**config.mk**
```make
export PLATFORM = sky130hd
export DESIGN_NAME = mp2d_cfg
export DESIGN_NICKNAME = d
export VERILOG_FILES = /design/src/mp2d_pkg.sv /design/src/mp2d_cfg.sv
export SDC_FILE = /design/constraint.sdc
export NUM_CORES = 1
export LEC_CHECK = 0
export BUFFER_PORTS_ARGS = -buffer_cell sky130_fd_sc_hd__buf_4
export CAP_MARGIN = 20
export CORE_MARGIN = 4
export CORE_UTILIZATION = 53
export CTS_BUF_LIST = sky130_fd_sc_hd__clkbuf_4
export CTS_CLUSTER_DIAMETER = 60
export DETAILED_ROUTE_END_ITERATION = 12
export GPL_ROUTABILITY_DRIVEN = 0
export PLACE_DENSITY = 0.94
export SYNTH_ARGS = -nofsm -noshare
export SYNTH_HDL_FRONTEND = slang
export SYNTH_SLANG_ARGS = --single-unit
```
**constraint.sdc**
```tcl
create_clock -name clk -period 2 [get_ports clk]
set_clock_uncertainty 0.1 [all_clocks]
set_input_delay 0.1 -clock clk [delete_from_list [all_inputs] [get_ports clk]]
set_output_delay 0.1 -clock clk [all_outputs]
set_load 0.1 [all_outputs]
```
**src/mp2d_pkg.sv**
```systemverilog
// ----------------------------------------------------------------------------
// mp2d_pkg
// Shared constants and types for the streaming 2-D max pooling block.
// ----------------------------------------------------------------------------
package mp2d_pkg;

  localparam int MAX_WIDTH   = 256;
  localparam int MAX_HEIGHT  = 256;
  localparam int MAX_KERNEL  = 8;
  localparam int MAX_RESULTS = 25;

  localparam int ST_ROW_BITS = $clog2(MAX_KERNEL);
  localparam int ST_COL_BITS = $clog2(MAX_WIDTH);
  localparam int ST_DEPTH    = MAX_KERNEL * MAX_WIDTH;
  localparam int ST_AW       = ST_ROW_BITS + ST_COL_BITS;

  localparam int SAMPLE_W = 16;
  localparam int POS_W    = 8;   // row / column position inside a plane
  localparam int END_W    = 10;  // unclamped window end coordinate
  localparam int IDX_W    = 9;   // output row / column index
  localparam int CNT_W    = 5;   // results per request

  localparam logic signed [SAMPLE_W-1:0] FIXED_MIN = 16'sh8000;

  // Register indexes
  localparam logic [3:0] REG_HEIGHT      = 4'd0;
  localparam logic [3:0] REG_WIDTH       = 4'd1;
  localparam logic [3:0] REG_KERNEL_ROWS = 4'd2;
  localparam logic [3:0] REG_KERNEL_COLS = 4'd3;
  localparam logic [3:0] REG_STRIDE_ROWS = 4'd4;
  localparam logic [3:0] REG_STRIDE_COLS = 4'd5;
  localparam logic [3:0] REG_PAD_ROWS    = 4'd6;
  localparam logic [3:0] REG_PAD_COLS    = 4'd7;

  // Clamped settings handed from the register file to the sequencer
  typedef struct packed {
    logic [8:0] h;     // 1..256
    logic [8:0] w;     // 1..256
    logic [7:0] h_m1;
    logic [7:0] w_m1;
    logic [3:0] kr;    // 1..8
    logic [3:0] kc;
    logic [3:0] sr;    // 1..15
    logic [3:0] sc;
    logic [2:0] pr;    // 0..kr/2
    logic [2:0] pc;
  } mp2d_cfg_t;

endpackage

```
**src/mp2d_cfg.sv**
```systemverilog
// ----------------------------------------------------------------------------
// mp2d_cfg
// Configuration register file with saturation of each setting.
// ----------------------------------------------------------------------------
module mp2d_cfg
  import mp2d_pkg::*;
(
  input  logic       clk,
  input  logic       rst_n,
  input  logic       cfg_valid,
  output logic       cfg_ready,
  input  logic [3:0] cfg_index,
  input  logic [8:0] cfg_data,
  output mp2d_cfg_t  cfg
);

  logic [8:0] height_r, width_r;
  logic [3:0] kr_r, kc_r, sr_r, sc_r;
  logic [2:0] pr_r, pc_r;

  assign cfg_ready = 1'b1;

  // Register writes; unknown indexes are dropped
  always_ff @(posedge clk) begin
    if (!rst_n) begin
      height_r <= 9'd16;
      width_r  <= 9'd16;
      kr_r     <= 4'd2;
      kc_r     <= 4'd2;
      sr_r     <= 4'd2;
      sc_r     <= 4'd2;
      pr_r     <= 3'd0;
      pc_r     <= 3'd0;
    end else if (cfg_valid) begin
      unique case (cfg_index)
        REG_HEIGHT:      height_r <= cfg_data;
        REG_WIDTH:       width_r  <= cfg_data;
        REG_KERNEL_ROWS: kr_r     <= cfg_data[3:0];
        REG_KERNEL_COLS: kc_r     <= cfg_data[3:0];
        REG_STRIDE_ROWS: sr_r     <= cfg_data[3:0];
        REG_STRIDE_COLS: sc_r     <= cfg_data[3:0];
        REG_PAD_ROWS:    pr_r     <= cfg_data[2:0];
        REG_PAD_COLS:    pc_r     <= cfg_data[2:0];
        default: ;
      endcase
    end
  end

  // Saturation
  logic [3:0] kr_c, kc_c;

  always_comb begin
    cfg.h = (height_r == 9'd0) ? 9'd1 :
            (height_r > 9'(MAX_HEIGHT)) ? 9'(MAX_HEIGHT) : height_r;
    cfg.w = (width_r == 9'd0) ? 9'd1 :
            (width_r > 9'(MAX_WIDTH)) ? 9'(MAX_WIDTH) : width_r;
    cfg.h_m1 = 8'(cfg.h - 9'd1);
    cfg.w_m1 = 8'(cfg.w - 9'd1);
    kr_c = (kr_r == 4'd0) ? 4'd1 : (kr_r > 4'(MAX_KERNEL)) ? 4'(MAX_KERNEL) : kr_r;
    kc_c = (kc_r == 4'd0) ? 4'd1 : (kc_r > 4'(MAX_KERNEL)) ? 4'(MAX_KERNEL) : kc_r;
    cfg.kr = kr_c;
    cfg.kc = kc_c;
    cfg.sr = (sr_r == 4'd0) ? 4'd1 : sr_r;
    cfg.sc = (sc_r == 4'd0) ? 4'd1 : sc_r;
    cfg.pr = ({1'b0, pr_r} > (kr_c >> 1)) ? 3'(kr_c >> 1) : pr_r;
    cfg.pc = ({1'b0, pc_r} > (kc_c >> 1)) ? 3'(kc_c >> 1) : pc_r;
  end

endmodule

```
==> flow_summary.toml <==
[logic_synthesis]
syn_area_per_cell_um2 = 8.44
syn-instance-count = 283
synth-seq-area-share = 0.335
synth_nets = 307
yosysUniqueCellTypes = 39
ys.warnings.count = 0
syn-cell-area_um2 = 2390
synth-seq-cells = 40

[worst_setup_path]
rr_worst_depth = 4
arrival_ns = 2.23
path_max_fanout = 6
crit_type = "register to primary output"
cp-start-kind = "register"
critPathCaptureType = "primary output"
worstPathRequired_ns = 1.80

[cts]
clkTransAtPathRegs_ns = 0.15
clockBufferDepth = 2
cts_root_buffer = "clkbuf_4"
clk_latency_ns = 0.35
clock_sinks = 40
cts_buffers = 5
htree_levels = 2
cts_tree = "yes"

[pwr]
clockPowerShare = 0.287
netSwitchingFraction = 0.348
seqPwrFrac = 0.422
power_density_nw_per_um2 = 484
power.leakage_nw = 1.80
netSwitchingPower_mw = 0.670
intPower_mw = 1.26
comb_power_share = 0.291
ir_drop_uv = 470

[layout]
postLayoutCoreUtil = 0.915
diodes = 0
layout-drive-gt1-share = 0.538
layout.nets = 404
syn2layout_area_growth_pct = 66.6

[drt]
drc = 0
postRouteAntennaNets = 0
wl_um = 8850
first_iter_violations = 233
wl_met2_um = 4450
met1_length_um = 3330
top_layer_used = "met4"
route.met3.wl_um = 583
vias_per_cell = 5.88
routedWlPerCell_um = 20.4
vias = 2545
drt_first_pass_iters = 4

[timing]
setup_viol = 15
rsz0062_at_grt = "true"
period_share = 1.21
hold_violations = 0
timing.hold.ws_ns = 0.0146
max_freq_mhz = 412
fin_ws_ns = -0.426
slew-limit-headroom = 0.594
slew_viol_final = 0
period_minus_slack_ns = 2.43
tns_ns = -4.11
tightest_slew_ns = 0.607

[status]
outcome = "finished, violations left"
failed_checks = "negative setup slack"

[global_route]
grt_first_pass_wirelength_um = 12100
antenna_found_initial = 0
grt_pass1_vias = 2514
grt_start_max_net_pins = 51
grt_usage = 0.278
overflow = 0

[floorplanning]
die_h_um = 75.2
die_w_um = 75.2
rows = 24
fp.dieArea_um2 = 5650
core_area_um2 = 4350
initial_core_util = 0.549
io_pins = 73

[placed_design]
port_buffers = 71
dpl_worst_slack_ns = -0.0741
hpwl_um = 4440

[worst_hold_path]
hold_path_depth = 3
hold_path_class = "primary input to register"

[run]
cap_violations = 0
power groups by stage:
stage | clock network [mW] | registers [mW] | logic [mW]
after floorplan | 0 | 0.833 | 0.368
after global placement | 0 | 0.832 | 0.464
after detailed placement | 0 | 0.832 | 0.469
after CTS | 0.532 | 0.812 | 0.533
after global routing | 0.586 | 0.815 | 0.580
final | 0.552 | 0.814 | 0.561
cell usage in the layout, fill, tap and decap left out, drive strengths merged, types with 5 or more instances in the layout:
cell,count
a21oi,5
buf,106
clkbuf,5
dfxtp,40
dlygate4sd3,6
ha,8
inv,11
mux2,8
mux2i,39
nand2,52
nand2b,5
nor2,19
nor2b,22
nor3,8
or2,5
layer usage:
layer  up-vias  global-route usage
li1       1136                   -
met4         0               0.130
met1      1216               0.320
met2       146               0.496
met3        47              0.0494
met5         -                   0
what timing repair did:
item                                    4_1_cts  5_1_grt
hold buffers                                  6        0
cloned                                        0        0
buffers inserted                             12        3
pin swaps                                    12       11
gates resized for setup                      67       19
endpoints found under the setup margin       18       21
hold endpoints to repair                     14        0
synth_stat cells:
cell type	n	area, um2
nand2_1	52	195
dfxtp_1	40	801
mux2i_1	39	390
nor2b_1	22	138
nor2_1	19	71.3
clkbuf_1	17	63.8
inv_1	12	45.0
ha_1	8	100
mux2_2	8	90.1
nor3_1	7	35.0
a21oi_1	5	25.0
nand2b_1	5	31.3
or2_2	5	31.3
a31oi_1	4	25.0
buf_4	3	22.5
nor4_1	3	18.8
a211o_1	2	17.5
a211oi_2	2	25.0
and3_1	2	12.5
buf_2	2	10.0
nand3b_1	2	15.0
nor3b_4	2	37.5
o21ai_0	2	10.0
o22a_1	2	17.5
o31ai_1	2	15.0
or3_1	2	12.5
xor2_1	2	17.5
a21o_1	1	7.51
a311oi_1	1	8.76
and2_1	1	6.26
and4bb_2	1	12.5
conb_1	1	3.75
nand3_1	1	5.00
nand3b_4	1	20.0
nor3_2	1	10.0
nor3b_2	1	12.5
nor4_2	1	12.5
o41ai_1	1	8.76
xnor2_1	1	8.76
path summary, 6_finish.rpt:
check	end	start	slack, ns
min	sc_r[3]$_SDFFE_PN0P_	cfg_index[1]	0.01
max reg2reg	height_r[4]$_SDFFE_PN1P_	height_r[4]$_SDFFE_PN1P_	0.80
min reg2reg	sc_r[0]$_SDFFE_PN0P_	sc_r[0]$_SDFFE_PN0P_	0.37
max	cfg[26]	width_r[6]$_SDFFE_PN0P_	-0.43
cell type report:
cell class              instances  area (um2)
clock inverters                 3        41.3
fillers                       162         372
multi-input cells             209        1870
repair buffers                112        1080
well taps                      52        65.1
clock buffers                   5        37.5
flip-flops and latches         40         830
inverters                      12        60.1
critical path, cell delays in order (launching register included):
cell and delay (ns):
dfxtp_4 0.39, nor4_4 0.33, a21oi_2 0.12, or2_4 0.26, ha_4 0.19, nand2_2 0.07
a31oi_2 0.04, a211o_4 0.29, buf_12 0.17
through the flow:
step | instance area [um2] | power [mW] | cells
floorplan | 2700 | 1.20 | 283
global placement | 3350 | 1.30 | 407
detailed placement | 3350 | 1.30 | 407
CTS | 3900 | 1.88 | 433
global route | 3980 | 1.98 | 433
finish | 3980 | 1.93 | 433
state kept, by name (all words and copies together) (netlist names):
register and cells:
height_r 9, width_r 9, kc_r 4, kr_r 4, sc_r 4, sr_r 4
pc_r 3, pr_r 3
kinds of logic after synthesis:
| logic type | count (synthesis) | share of synthesized area |
|---|---|---|
| XOR/XNOR | 3 | 0.0110 |
| AO/OA/AOI/OAI | 22 | 0.0670 |
| adder cells (fa/ha/maj) | 8 | 0.0419 |
| AND/OR/NAND/NOR | 128 | 0.283 |
| buffers and inverters | 34 | 0.0592 |
| multiplexers | 47 | 0.201 |
| flip-flops | 40 | 0.335 |
| other | 1 | 0.00157 |
No activity file was read; power rests on OpenSTA's default activity.
