===== config.mk =====
export PLATFORM = sky130hd
export DESIGN_NAME = mp2d_seq
export DESIGN_NICKNAME = d
export VERILOG_FILES = /design/src/mp2d_pkg.sv /design/src/mp2d_seq.sv
export SDC_FILE = /design/constraint.sdc
export NUM_CORES = 1
export LEC_CHECK = 0
export BUFFER_PORTS_ARGS = -buffer_cell sky130_fd_sc_hd__buf_4
export CAP_MARGIN = 20
export CORE_MARGIN = 3
export CORE_UTILIZATION = 50
export DETAILED_ROUTE_END_ITERATION = 16
export PLACE_DENSITY = 0.77
export SYNTH_ARGS = -nofsm -noshare
export SYNTH_HDL_FRONTEND = slang
export SYNTH_SLANG_ARGS = --single-unit

===== constraint.sdc =====
create_clock -name clk -period 7.7 [get_ports clk]
set_input_delay 1.155 -clock clk [delete_from_list [all_inputs] [get_ports clk]]
set_output_delay 1.155 -clock clk [all_outputs]
set_load 0.03 [all_outputs]

===== src/mp2d_pkg.sv =====
// ----------------------------------------------------------------------------
// mp2d_pkg
// Shared constants and types for the streaming 2-D max pooling block.
// ----------------------------------------------------------------------------
package mp2d_pkg;

  localparam int MAX_WIDTH   = 256;
  localparam int MAX_HEIGHT  = 256;
  localparam int MAX_KERNEL  = 8;
  localparam int MAX_RESULTS = 25;

  localparam int ST_ROW_BITS = $clog2(MAX_KERNEL);
  localparam int ST_COL_BITS = $clog2(MAX_WIDTH);
  localparam int ST_DEPTH    = MAX_KERNEL * MAX_WIDTH;
  localparam int ST_AW       = ST_ROW_BITS + ST_COL_BITS;

  localparam int SAMPLE_W = 16;
  localparam int POS_W    = 8;   // row / column position inside a plane
  localparam int END_W    = 10;  // unclamped window end coordinate
  localparam int IDX_W    = 9;   // output row / column index
  localparam int CNT_W    = 5;   // results per request

  localparam logic signed [SAMPLE_W-1:0] FIXED_MIN = 16'sh8000;

  // Register indexes
  localparam logic [3:0] REG_HEIGHT      = 4'd0;
  localparam logic [3:0] REG_WIDTH       = 4'd1;
  localparam logic [3:0] REG_KERNEL_ROWS = 4'd2;
  localparam logic [3:0] REG_KERNEL_COLS = 4'd3;
  localparam logic [3:0] REG_STRIDE_ROWS = 4'd4;
  localparam logic [3:0] REG_STRIDE_COLS = 4'd5;
  localparam logic [3:0] REG_PAD_ROWS    = 4'd6;
  localparam logic [3:0] REG_PAD_COLS    = 4'd7;

  // Clamped settings handed from the register file to the sequencer
  typedef struct packed {
    logic [8:0] h;     // 1..256
    logic [8:0] w;     // 1..256
    logic [7:0] h_m1;
    logic [7:0] w_m1;
    logic [3:0] kr;    // 1..8
    logic [3:0] kc;
    logic [3:0] sr;    // 1..15
    logic [3:0] sc;
    logic [2:0] pr;    // 0..kr/2
    logic [2:0] pc;
  } mp2d_cfg_t;

endpackage


===== src/mp2d_seq.sv =====
// ----------------------------------------------------------------------------
// mp2d_seq
// Window sequencer: tracks position and pending windows, scans each window
// through the line store with one shared compare unit, drives the result.
// ----------------------------------------------------------------------------
module mp2d_seq
  import mp2d_pkg::*;
(
  input  logic                       clk,
  input  logic                       rst_n,
  input  mp2d_cfg_t                  cfg,
  // request side
  input  logic                       in_valid,
  output logic                       in_ready,
  input  logic [SAMPLE_W-1:0]        in_sample,
  input  logic                       in_start,
  // line store
  output logic                       st_we,
  output logic [ST_AW-1:0]           st_waddr,
  output logic [SAMPLE_W-1:0]        st_wdata,
  output logic [ST_AW-1:0]           st_raddr,
  input  logic [SAMPLE_W-1:0]        st_rdata,
  // result side
  output logic                       out_valid,
  input  logic                       out_ready,
  output logic [SAMPLE_W-1:0]        out_max,
  output logic [IDX_W-1:0]           out_oh,
  output logic [IDX_W-1:0]           out_ow,
  output logic                       out_last
);

  localparam logic [2:0] S_IDLE  = 3'd0;
  localparam logic [2:0] S_CHECK = 3'd1;
  localparam logic [2:0] S_READ  = 3'd2;
  localparam logic [2:0] S_ACC   = 3'd3;
  localparam logic [2:0] S_EMIT  = 3'd4;

  logic [2:0]                state_r;
  logic [POS_W-1:0]          row_pos_r, col_pos_r;
  logic [IDX_W-1:0]          oh_cur_r, ow_cur_r;
  logic [END_W-1:0]          rend_cur_r, cend_cur_r;
  logic [POS_W-1:0]          r_r, c_r;
  logic [IDX_W-1:0]          oh_it_r, ow_it_r, ow_first_r;
  logic [END_W-1:0]          rend_it_r, cend_it_r, cend_first_r;
  logic [CNT_W-1:0]          n_r;
  logic [POS_W-1:0]          i_r, j_r, j_lo_r, i_hi_r, j_hi_r;
  logic                      last_r;
  logic signed [SAMPLE_W-1:0] best_r;
  logic                      out_valid_r, out_last_r;
  logic [SAMPLE_W-1:0]       out_max_r;
  logic [IDX_W-1:0]          out_oh_r, out_ow_r;

  // Window end hit tests: exact end, or clamped onto the last row / column
  function automatic logic end_hit(input logic [END_W-1:0] e, input logic [POS_W-1:0] p,
                                   input logic [POS_W-1:0] p_last, input logic [2:0] pad);
    end_hit = (e == END_W'(p)) ||
              ((p == p_last) && (e <= END_W'(p_last) + END_W'(pad)));
  endfunction

  // Window start (clamped at zero) from its unclamped end
  function automatic logic [POS_W-1:0] win_lo(input logic [END_W-1:0] e,
                                              input logic [3:0] k);
    win_lo = (e + END_W'(1) >= END_W'(k)) ? POS_W'(e + END_W'(1) - END_W'(k)) : '0;
  endfunction

  function automatic logic [POS_W-1:0] win_hi(input logic [END_W-1:0] e,
                                              input logic [POS_W-1:0] p_last);
    win_hi = (e > END_W'(p_last)) ? p_last : POS_W'(e);
  endfunction

  // Position of an arriving sample
  logic             pos_bad, accept;
  logic [POS_W-1:0] r_eff, c_eff;
  logic [END_W-1:0] rinit, cinit, rfirst, cfirst;
  logic [IDX_W-1:0] ohfirst, owfirst;

  assign accept  = in_valid && (state_r == S_IDLE);
  assign pos_bad = in_start || ({1'b0, row_pos_r} >= cfg.h) || ({1'b0, col_pos_r} >= cfg.w);
  assign r_eff   = pos_bad ? '0 : row_pos_r;
  assign c_eff   = pos_bad ? '0 : col_pos_r;
  assign rinit   = END_W'(cfg.kr) - END_W'(1) - END_W'(cfg.pr);
  assign cinit   = END_W'(cfg.kc) - END_W'(1) - END_W'(cfg.pc);
  assign rfirst  = (r_eff == '0 && c_eff == '0) ? rinit : rend_cur_r;
  assign ohfirst = (r_eff == '0 && c_eff == '0) ? '0 : oh_cur_r;
  assign cfirst  = (c_eff == '0) ? cinit : cend_cur_r;
  assign owfirst = (c_eff == '0) ? '0 : ow_cur_r;

  assign in_ready = (state_r == S_IDLE);
  assign st_we    = accept;
  assign st_waddr = {r_eff[ST_ROW_BITS-1:0], c_eff[ST_COL_BITS-1:0]};
  assign st_wdata = in_sample;
  assign st_raddr = {i_r[ST_ROW_BITS-1:0], j_r[ST_COL_BITS-1:0]};

  // Next-window tests while emitting
  logic [END_W-1:0] cnext, rnext;
  logic             cn_hit, rn_hit, win_last, can_load;

  assign cnext    = cend_it_r + END_W'(cfg.sc);
  assign rnext    = rend_it_r + END_W'(cfg.sr);
  assign cn_hit   = end_hit(cnext, c_r, cfg.w_m1, cfg.pc);
  assign rn_hit   = end_hit(rnext, r_r, cfg.h_m1, cfg.pr);
  assign win_last = (n_r == CNT_W'(MAX_RESULTS - 1)) || (!cn_hit && !rn_hit);
  assign can_load = !out_valid_r || out_ready;

  logic signed [SAMPLE_W-1:0] rd_s;
  assign rd_s = st_rdata;

  // Result valid: set on a load, cleared once taken
  always_ff @(posedge clk) begin
    if (!rst_n) begin
      out_valid_r <= 1'b0;
    end else if (state_r == S_EMIT && can_load) begin
      out_valid_r <= 1'b1;
    end else if (out_ready) begin
      out_valid_r <= 1'b0;
    end
  end

  // Sequencer
  always_ff @(posedge clk) begin
    if (!rst_n) begin
      state_r     <= S_IDLE;
      row_pos_r   <= '0;
      col_pos_r   <= '0;
      oh_cur_r    <= '0;
      ow_cur_r    <= '0;
      rend_cur_r  <= '0;
      cend_cur_r  <= '0;
    end else begin
      unique case (state_r) inside
        S_IDLE: begin
          if (accept) begin
            r_r          <= r_eff;
            c_r          <= c_eff;
            oh_it_r      <= ohfirst;
            rend_it_r    <= rfirst;
            ow_it_r      <= owfirst;
            cend_it_r    <= cfirst;
            ow_first_r   <= owfirst;
            cend_first_r <= cfirst;
            n_r          <= '0;
            // column window tracking within the row
            if (c_eff != cfg.w_m1 && cfirst == END_W'(c_eff)) begin
              ow_cur_r   <= owfirst + IDX_W'(1);
              cend_cur_r <= cfirst + END_W'(cfg.sc);
            end else begin
              ow_cur_r   <= owfirst;
              cend_cur_r <= cfirst;
            end
            // row window tracking, advanced at the end of a row
            if (c_eff == cfg.w_m1 && r_eff != cfg.h_m1 && rfirst == END_W'(r_eff)) begin
              oh_cur_r   <= ohfirst + IDX_W'(1);
              rend_cur_r <= rfirst + END_W'(cfg.sr);
            end else begin
              oh_cur_r   <= ohfirst;
              rend_cur_r <= rfirst;
            end
            // raster position of the next sample
            if (c_eff == cfg.w_m1) begin
              col_pos_r <= '0;
              row_pos_r <= (r_eff == cfg.h_m1) ? '0 : r_eff + POS_W'(1);
            end else begin
              col_pos_r <= c_eff + POS_W'(1);
              row_pos_r <= r_eff;
            end
            state_r <= S_CHECK;
          end
        end
        S_CHECK: begin
          if (n_r == CNT_W'(MAX_RESULTS) ||
              !end_hit(rend_it_r, r_r, cfg.h_m1, cfg.pr) ||
              !end_hit(cend_it_r, c_r, cfg.w_m1, cfg.pc)) begin
            state_r <= S_IDLE;
          end else begin
            i_r     <= win_lo(rend_it_r, cfg.kr);
            i_hi_r  <= win_hi(rend_it_r, cfg.h_m1);
            j_r     <= win_lo(cend_it_r, cfg.kc);
            j_lo_r  <= win_lo(cend_it_r, cfg.kc);
            j_hi_r  <= win_hi(cend_it_r, cfg.w_m1);
            best_r  <= FIXED_MIN;
            state_r <= S_READ;
          end
        end
        S_READ, S_ACC: begin
          if (state_r == S_ACC && rd_s > best_r) begin
            best_r <= rd_s;
          end
          if (state_r == S_ACC && last_r) begin
            state_r <= S_EMIT;
          end else begin
            // issue the read at (i, j) and step the scan
            last_r <= (j_r == j_hi_r) && (i_r == i_hi_r);
            if (j_r == j_hi_r) begin
              j_r <= j_lo_r;
              i_r <= i_r + POS_W'(1);
            end else begin
              j_r <= j_r + POS_W'(1);
            end
            state_r <= S_ACC;
          end
        end
        S_EMIT: begin
          if (can_load) begin
            out_max_r   <= best_r;
            out_oh_r    <= oh_it_r;
            out_ow_r    <= ow_it_r;
            out_last_r  <= win_last;
            n_r         <= n_r + CNT_W'(1);
            if (win_last) begin
              state_r <= S_IDLE;
            end else if (cn_hit) begin
              ow_it_r   <= ow_it_r + IDX_W'(1);
              cend_it_r <= cnext;
              state_r   <= S_CHECK;
            end else begin
              oh_it_r   <= oh_it_r + IDX_W'(1);
              rend_it_r <= rnext;
              ow_it_r   <= ow_first_r;
              cend_it_r <= cend_first_r;
              state_r   <= S_CHECK;
            end
          end
        end
        default: state_r <= S_IDLE;
      endcase
    end
  end

  assign out_valid = out_valid_r;
  assign out_max   = out_max_r;
  assign out_oh    = out_oh_r;
  assign out_ow    = out_ow_r;
  assign out_last  = out_last_r;

endmodule


==> flow_summary.json <==
{
  "via_per_inst": 5.93,
  "setup_tns_ns": 0,
  "clock_skew_ns": 0.0142,
  "leakagePower_nw": 7.58,
  "synth_area_leaders": "edfxtp_1, ha_1, dfxtp_1, xnor2_1, xor2_1",
  "p_switching_mw": 0.936,
  "grt_pass1_vias": 13100,
  "finalWeightedCongestion": 0.973,
  "grt_max_degree": 65,
  "synth-main-ff-cell": "edfxtp_1",
  "setup_violations": 0,
  "fill_cells": 2756,
  "crit_fanout": 24,
  "fin_hold_ws_ns": 0.447,
  "worst-path-buf-inv": 3,
  "num_antenna_cells": 0,
  "dp_hpwl_mm": 32.7,
  "post_cts_resized": 0,
  "area_delta_synth_final_pct": 12.4,
  "internal_power_mw": 2.33,
  "cpMostUsedCell": "a21oi_1",
  "critPathTopFamily": "compound AO/OA/AOI/OAI gates",
  "pwr-share-comb_pct": 21.1,
  "syn-cell-area_sq_mm": 0.0163,
  "core-area_sq_mm": 0.0319,
  "syn_nets": 1962,
  "async_flop_share_pct": 0,
  "cp-end-kind": "flip-flop",
  "clock_sinks": 228,
  "dr.pass1.iters": 6,
  "synth_edf_count": 170,
  "clockBufferDepth": 3,
  "cts-htree-levels": 1,
  "max_cap_violations": 0,
  "antenna_left": 0,
  "clk_pin_slew_worst_paths_ns": 0.06,
  "p_clk_share_pct": 35.6,
  "overflow": 0,
  "cpMaxStageDelayCell": "nor3_2",
  "slew_violations": 0,
  "drc": 0,
  "synthSimpleGateAreaFrac_pct": 17.7,
  "fmax_mhz": 170,
  "postCtsSetupRepairBufs": 0,
  "crit_chain": "buf_4, inv_1, ha_1, a21oi_1, a21boi_1, o21a_1, nor3_2, nand2_1, ha_1, nand2_1, a41o_1, o21ai_0, ha_1, a21o_1, a21oi_1, inv_1, a21oi_1, nor4_1, nor2b_1, xor2_1, a21oi_1",
  "cp.required_ns": 8.09,
  "port_buffers": 136,
  "synth_commonest_cells": "edfxtp_1, ha_1, nor2_1, nand2_1, o21ai_0",
  "yosysUniqueCellTypes": 84,
  "hold_viol": 0,
  "fin_crit_ns": 5.90,
  "grt_first_pass_wirelength_mm": 69.2,
  "nets": 2044,
  "synthMuxAreaShare_pct": 2.88,
  "worst_pin_slew_ns": 1.13,
  "yosysMostFrequentCell": "edfxtp_1",
  "drt_iter0_markers": 1174,
  "ios": 169,
  "cts_hold_buffers": 0,
  "synth_xor_area_share_pct": 9.34,
  "row_count": 65,
  "status": "complete, no violations",
  "num_vias": 13400,
  "root_buffer": "clkbuf_16",
  "yosysWarnings": 0,
  "synth_top_family_by_area": "simple AND/OR/NAND/NOR gates",
  "synth_top_area_cell": "edfxtp_1",
  "clock_latency_ns": 0.53,
  "initial_core_util_pct": 51.2,
  "synth_compound_area_share_pct": 14.5,
  "pwr-share-seq_pct": 43.3,
  "slew-limit-headroom_pct": 24.1,
  "cts_tree": "done",
  "p_sw_share_pct": 28.7,
  "track_usage_pct": 24.1,
  "critPathKind": "in -> reg",
  "cts_buffers": 25,
  "synth_area_per_cell_sq_um": 9.47,
  "slowest_delay_ns": 0.64,
  "hold_class": "reg -> reg",
  "fp.dieH_microns": 187,
  "vdd_ir_drop_max_mv": 0.202,
  "powerDensity_mw_per_mm2": 178,
  "routed_wl_mm": 43.3,
  "finalCritPeriodShare_pct": 76.6,
  "wl_per_cell_microns": 19.2,
  "final_layout_size_suffix_gt1_share_pct": 12.8,
  "synth_seq_cells": 228,
  "crit_arrival_ns": 6.29,
  "synth_fa_ha_area_share_pct": 11.7,
  "cp-start-kind": "input pin",
  "yosys.area.top_type_share_pct": 31.3,
  "die_w_microns": 187,
  "die_area_sq_mm": 0.0348,
  "rsz0062_at_grt": "no",
  "synth_seq_area_share_pct": 38.4,
  "antenna_found_initial": 0,
  "synth_cells": 1722
}
==> logic make-up after synthesis <==
| family | after synthesis |
|---|---|
| buffers and inverters | 210 |
| xor gates and xnor gates | 174 |
| AOI/OAI and AO/OA | 369 |
| muxes | 44 |
| adders and majority gates | 147 |
| and+or+nand+nor | 550 |
| DFF | 228 |
==> worst register-to-register path, cell delays in order, from the launching register on <==
cell      delay (ns)
dfxtp_1         0.54
ha_1            0.34
a21oi_1         0.15
a21boi_1        0.09
o21a_1          0.45
nor3_2          0.65
nand2_1         0.31
ha_1            0.32
nand2_1         0.14
a41o_1          0.64
o21ai_0         0.39
ha_1            0.38
a21o_1          0.10
a21oi_1         0.09
inv_1           0.07
a21oi_1         0.07
nor4_1          0.40
nor2b_1         0.22
xor2_1          0.16
a21oi_1         0.09
==> area by class of cell <==
cell class	instances	area, sq um	area share, %
multi-input combinational	1284	9160	50.0
sequential	228	6270	34.2
timing repair buffer	152	1150	6.29
clock buffer	38	714	3.90
tap	435	544	2.97
inverter	113	424	2.31
clock inverter	8	71.3	0.389
==> stage by stage <==
step,std cells,instance area [sq um],power [mW],worst slack (ns),util [%]
after floorplan,1722,16300,1.93,2.25,-
after global placement,2210,17500,2.09,1.69,54.9
after detailed placement,2210,17500,2.12,1.37,54.9
after CTS,2256,18300,3.27,1.88,57.4
after global routing,2258,18300,3.41,1.35,57.5
final,2258,18300,3.27,1.80,57.5
==> placed cells by master, fill, tap and decap left out, types with 18 or more instances in the layout <==
master,count
ha_1,137
nor2b_1,28
edfxtp_1,170
and3_1,34
nor4_1,31
nand3_1,68
xnor2_1,93
nor3_1,23
a21oi_1,88
a31oi_1,18
nor2_1,120
clkbuf_16,25
nand2_1,117
xor2_1,81
mux2i_1,30
inv_1,112
buf_4,150
nand4_1,37
a21o_1,24
o21ai_0,114
and2_1,21
o21a_1,31
dfxtp_1,58
==> final timing paths <==
check / start / to / slack (ns) / depth (start not counted)
setup / recovery: cfg[50] / rend_cur_r[5]$_SDFFE_PN0P_ / 1.80 / 21
hold / removal: best_r[1]$_SDFFCE_PP0P_ / out_max[1]$_DFFE_PP_ / 0.45 / 0
setup reg to reg: row_pos_r[3]$_SDFFE_PN0P_ / rend_cur_r[5]$_SDFFE_PN0P_ / 1.99 / 19
hold reg to reg: best_r[1]$_SDFFCE_PP0P_ / out_max[1]$_DFFE_PP_ / 0.45 / 0
==> metal layers <==
layer  vias up  wire, microns  GRT usage [%]
met2       549          19700           39.4
met5         -              0              0
li1       6381              -              -
met4         0           1300           7.15
met3        88           3490           4.00
met1      6379          18900           33.2
==> sequential cells by signal (all words and copies together), names as in the netlist, 5 cells and up <==
register / count
best_r: 16
c_r: 8
cend_cur_r: 10
cend_first_r: 10
cend_it_r: 10
col_pos_r: 8
i_hi_r: 8
i_r: 8
j_hi_r: 8
j_lo_r: 8
j_r: 8
n_r: 5
oh_cur_r: 9
oh_it_r: 9
out_max: 16
out_oh: 9
out_ow: 9
ow_cur_r: 9
ow_first_r: 9
ow_it_r: 9
r_r: 8
rend_cur_r: 10
rend_it_r: 10
row_pos_r: 8
==> power groups by stage <==
stage / clock [mW] / combinational (mW) / sequential [mW]
final: 1.16 / 0.690 / 1.41
after global routing: 1.22 / 0.769 / 1.42
after CTS: 1.18 / 0.684 / 1.41
after detailed placement: 0 / 0.679 / 1.44
after global placement: 0 / 0.658 / 1.44
after floorplan: 0 / 0.515 / 1.41
Power figures use the tool's default switching activity.
